$ cat src/design/avt_pkg.sv
// Shared types and constants for the affine vertex transform block.
// No dependencies; imported by every module of the block.
package avt_pkg;

    localparam int DATA_W        = 32;
    localparam int VEC_W         = DATA_W + 1;
    localparam int LANES         = 4;
    localparam int MAT_N         = LANES * LANES;
    localparam int DEF_FRAC_BITS = 16;

    typedef enum logic [2:0] {
        CMD_LOAD      = 3'd0,
        CMD_INVERT    = 3'd1,
        CMD_POINT     = 3'd2,
        CMD_DIRECTION = 3'd3,
        CMD_HOMOG     = 3'd4
    } cmd_t;

    typedef logic signed [DATA_W-1:0] word_t;
    typedef logic signed [VEC_W-1:0]  vword_t;

    // Stage load enables that the core hands to every lane
    typedef struct packed {
        logic load_op;
        logic load_prod;
        logic load_sum;
    } lane_ctrl_t;

    // Last pipeline stage as seen by the merge stage
    typedef struct packed {
        logic valid;
        cmd_t cmd;
    } merge_ctrl_t;

endpackage

$ cat src/design/avt_merge.sv
// Merge stage: combines the lane results into one output transaction.
// Depends on avt_pkg.
module avt_merge
    import avt_pkg::*;
(
    input  logic        clk,
    input  logic        rst_n,
    input  merge_ctrl_t ctrl,
    input  word_t       lane_res [LANES],
    input  logic [LANES-1:0] lane_ovf,
    output logic        drain,
    output logic        out_valid,
    input  logic        out_stall,
    output word_t       out_x,
    output word_t       out_y,
    output word_t       out_z,
    output word_t       out_w,
    output logic        overflow
);

    logic  out_valid_reg;
    logic  out_valid_next;
    logic  out_load;
    logic  slot_free;
    logic  homog;
    word_t w_next;
    logic  ovf_next;
    word_t x_reg;
    word_t y_reg;
    word_t z_reg;
    word_t w_reg;
    logic  ovf_reg;

    // Invert drains without a result; transforms need a free output slot
    always_comb
    begin
        slot_free      = !out_valid_reg || !out_stall;
        out_load       = ctrl.valid && (ctrl.cmd != CMD_INVERT) && slot_free;
        drain          = ctrl.valid && ((ctrl.cmd == CMD_INVERT) || slot_free);
        out_valid_next = out_load || (out_valid_reg && out_stall);
        homog          = (ctrl.cmd == CMD_HOMOG);
        w_next         = homog ? lane_res[3] : '0;
        ovf_next       = homog ? (|lane_ovf) : (|lane_ovf[2:0]);
    end

    always_ff @(posedge clk or negedge rst_n)
    begin
        if (!rst_n)
        begin
            out_valid_reg <= 1'b0;
        end
        else
        begin
            out_valid_reg <= out_valid_next;
        end
    end

    // Hold the payload while the receiver stalls
    always_ff @(posedge clk)
    begin
        if (out_load)
        begin
            x_reg   <= lane_res[0];
            y_reg   <= lane_res[1];
            z_reg   <= lane_res[2];
            w_reg   <= w_next;
            ovf_reg <= ovf_next;
        end
    end

    assign out_valid = out_valid_reg;
    assign out_x     = x_reg;
    assign out_y     = y_reg;
    assign out_z     = z_reg;
    assign out_w     = w_reg;
    assign overflow  = ovf_reg;

endmodule

$ cat config.mk
export PLATFORM = sky130hd
export DESIGN_NAME = avt_merge
export DESIGN_NICKNAME = d
export VERILOG_FILES = /design/src/design/avt_pkg.sv /design/src/design/avt_merge.sv
export SDC_FILE = /design/constraint.sdc
export NUM_CORES = 1
export LEC_CHECK = 0
export BUFFER_PORTS_ARGS = -buffer_cell sky130_fd_sc_hd__buf_2
export CAP_MARGIN = 5
export CORE_MARGIN = 2
export CORE_UTILIZATION = 42
export DETAILED_ROUTE_END_ITERATION = 10
export PLACE_DENSITY = 0.82
export SYNTH_ARGS = -nofsm -noshare
export SYNTH_HDL_FRONTEND = slang
export SYNTH_SLANG_ARGS = --single-unit
$ cat constraint.sdc
create_clock -name clk -period 13.4 [get_ports clk]
set_input_delay 2.68 -clock clk [delete_from_list [all_inputs] [get_ports clk]]
set_output_delay 2.68 -clock clk [all_outputs]
set_load 0.02 [all_outputs]
Word-level counts from Yosys, hierarchy flattened:

Cells that the tools add are included.

* memories kept: 0
* logic and storage cells: 21
* bits in registers: 130
* latch bits: 0
* bits in writable memories: 0
* bits of input ports: 139
* bits in read-only memories: 0

* shift operators: 0
* order comparisons: 0
* $add $sub $neg: 0
* mux-type cells: 1
* $mul: 0
* reduce and logical (&&, ||, !) cells: 11
* divide/modulo/power cells: 0
* bitwise operators: 0
* eq/ne operators: 3

Operators with widths (count)
* $logic_and 1x1->1: 4
* $reduce_or 4->1: 1
* $eq 3x1->1 const B: 1
* $eq 3x3->1 const B: 1
* $logic_or 1x1->1: 3
* $ne 3x1->1 const B: 1
* $reduce_or 3->1: 1
* $logic_not 1->1: 2
* $mux 1: 1

Logic depth before layout (Yosys ltp):

* depth in word-level cells: 4
* depth in mapped cells: 3
* depth with buffers taken out: 2

Least setup slack after synthesis:

Ideal clock, no wire load.

* path kind: in2reg
* from: in ctrl[0] (netlist bit)
* to: reg w_reg[0] (netlist: out_w[0]), enable pin
* setup slack: 453 ps
* arrival: 12146 ps
* path buffers: 0
* setup time: 800 ps
* stages on the path: 2
* data required time: 12600 ps
* cell sequence: nor3b_1 > nor3b_1

* cells in the longest elaborated chain, start to end: 3

Ends and longest elaborated chain
* from (decl): RTL line avt_merge.sv:8 `input merge_ctrl_t ctrl,`
* $ne 3x1->1: RTL line avt_merge.sv:38 `out_load = ctrl.valid && (ctrl.cmd != CMD_INVERT) && slot_free;`
* $logic_and 1x1->1 (2 in a row): RTL line avt_merge.sv:38
* net out_load: RTL line avt_merge.sv:23 `logic out_load;`
* to (signal assigned): RTL line avt_merge.sv:66 `w_reg <= w_next;`
* to (decl): RTL line avt_merge.sv:31 `word_t w_reg;`

The timed path passes the listed nets, and every way through them passes these cells.
A chain may end at the register's enable or synchronous reset.

Final worst setup path:

* from: in ctrl[1] (netlist bit)
* to: out drain

* cells in the longest elaborated chain, start to end: 3

Ends and longest elaborated chain
* $eq 3x1->1: RTL line avt_merge.sv:39 `drain = ctrl.valid && ((ctrl.cmd == CMD_INVERT) || slot_free);`
* $logic_or 1x1->1: RTL line avt_merge.sv:39
* $logic_and 1x1->1: RTL line avt_merge.sv:39
* to (decl): RTL line avt_merge.sv:11 `output logic drain,`

Every way passes these cells.

==> impl_metrics.toml <==
[setup_path]
cp.required_ps = 10720
cp-end-kind = "output pin"
r2r-start = "out_valid"
cp-start-kind = "primary input"
r2r_slack_ps = 10940
r2r_end = "out_y[20]"
critPathKind = "in2out"
arrival_ps = 3500
r2r_cells = 4
crit_fanout = 3

[min_path]
worstHoldStart = "out_valid"
min_to = "out_valid"
holdPathStages = 2
holdCritPathClass = "reg2reg"

[routing]
detail-route-antenna-nets = 0
wirelength_um = 9500
post-route-drc-count = 0
via_per_inst = 4.40
vias = 2668
drt_iter0_markers = 104
dr.pass1.iters = 4
routedWlPerCell_um = 15.7

[cts]
cts_tree = "built"
clk_latency_ps = 500
cts_resized = 0
cts_root_buf = "clkbuf_8"
cts_made_buffers = 17
cts_max_level = 4
clk_pin_slew_worst_paths_ps = 60
clk_path_buf_depth = 2
hold_buffers = 0
post-cts-setup-buffers = 0
cts_sinks = 130

[cells_and_area]
fillers = 715
num_antenna_cells = 0
drive_above_1_share_pct = 67.7
area_delta_synth_final_pct = 49.0
multi_input_area_um2 = 293
nets = 599
seqCellArea_um2 = 3900
layout_commonest_cell = "buf_2"
final_cell_mix = "buf_2 (269), edfxtp_1 (129), and2_2 (21), clkbuf_16 (16), and2_1 (11)"

[synthesis]
synth.area.top_cells = "edfxtp_1 (92%), and2_2 (3.7%), and2_1 (1.6%)"
syn-num-nets = 312
syn_inst = 173
ys_ff_latch = 130
synth_area_um2 = 4210
yosys.area.top_type = "edfxtp_1"
synth_top_area_share_pct = 92.1
synth_cell_type_count = 12
ys.warnings.count = 0
yosysSeqAreaShare_pct = 92.7
avgSynthCellArea_um2 = 24.3

[floorplan]
num_rows = 36
dieArea_um2 = 10800
die_w_um = 104
core_um2 = 9730
die_h_um = 104
io_pins = 270
start_util_pct = 43.2

[global_route]
grt_pass1_wl_um = 14100
grt_pass1_vias = 2712
grt_remaining_overflow = 0
grt_max_degree = 70
track_usage_pct = 17.9
antenna_found_initial = 0

[timing]
worst_pin_slew_ps = 871
slew_headroom_pct = 41.9
tns_ps = 0
finalClockSkew_ps = 6.25
fin_crit_ps = 6180
timing.final.crit_share_pct = 46.1
timing.final.ws_setup_ps = 7220
hold_violations = 0
setup_viol = 0
max_freq_mhz = 162
rsz0062_at_grt = "false"
drv_slew = 0

[power]
total_leakage_power_nw = 2.73
peakVddDrop_mv = 0.0846
pwr_density_cell_nw_per_um2 = 157

[place]
pre_cts_slack_ps = 7220
place.gp.congestion = 0.752
io_buffers = 269
hpwl_um = 7040

[run_status]
status = "finished, final reports clean"

[flow_run]
maxCapViolCount = 0
## worst max-delay path: stages
cell and delay [ps]:
buf_2 120, nor3b_1 360, o21a_1 180, buf_2 150
## synthesized netlist by cell type
cell	instances
edfxtp_1	129
and2_2	21
and2_1	11
clkbuf_2	3
nor3b_1	2
a2111o_1	1
dfrtp_1	1
inv_1	1
nand2_1	1
nor3b_4	1
o21a_1	1
o21ai_0	1
## through the flow
step	cell area [um^2]	hold WS [ps]	power [mW]	instances	utilization, %
2_1_floorplan	4210	624	0.539	173	-
3_3_place_gp	5720	513	0.573	574	58.8
3_5_place_dp	5720	522	0.577	574	58.8
4_1_cts	6260	547	0.996	606	64.4
5_1_grt	6260	588	1.02	606	64.4
6_report	6260	552	0.984	606	64.4
## cell families (layout without fill, tap and decap cells)
logic type | count (synthesis) | count (layout) | share of synthesized area [%]
flip-flops | 130 | 130 | 92.7
AND/OR/NAND/NOR | 36 | 36 | 6.28
AO/OA/AOI/OAI | 3 | 3 | 0.565
buffers and inverters | 4 | 304 | 0.446
## metal layers
layer  track usage, %  wire length (um)  vias up
li1                 -                 -     1242
met3             9.15              1060       19
met4             7.92               217        0
met2             29.8              4840      171
met5                0                 0        -
met1             19.0              3380     1236
## how the worst max path moves through the flow
stage | depth (start not counted) | from | endpoint | slack (ps)
finish | 4 | ctrl[1] | drain | 7220
global route | 4 | ctrl[1] | drain | 7090
CTS | 4 | ctrl[1] | drain | 7220
detailed placement | 4 | ctrl[1] | drain | 7220
global placement | 4 | ctrl[1] | drain | 7230
floorplan | 2 | ctrl[0] | out_w[0] | 450
## power by group
group	internal (mW)	total, mW	switching [mW]	leakage [nW]
clock	0.261	0.416	0.155	0.265
combinational	0.0311	0.0863	0.0552	1.21
sequential	0.476	0.481	0.00547	1.25
total	0.768	0.984	0.216	2.73
## layout make-up
cell class              instances  share of cell area, %
repair buffers                271                   21.7
inverters                       1                 0.0599
well taps                     133                   2.66
multi-input cells              39                   4.67
clock buffers                  20                   6.79
clock inverters                12                   1.86
flip-flops and latches        130                   62.2
(Power assumes the default switching activity.)
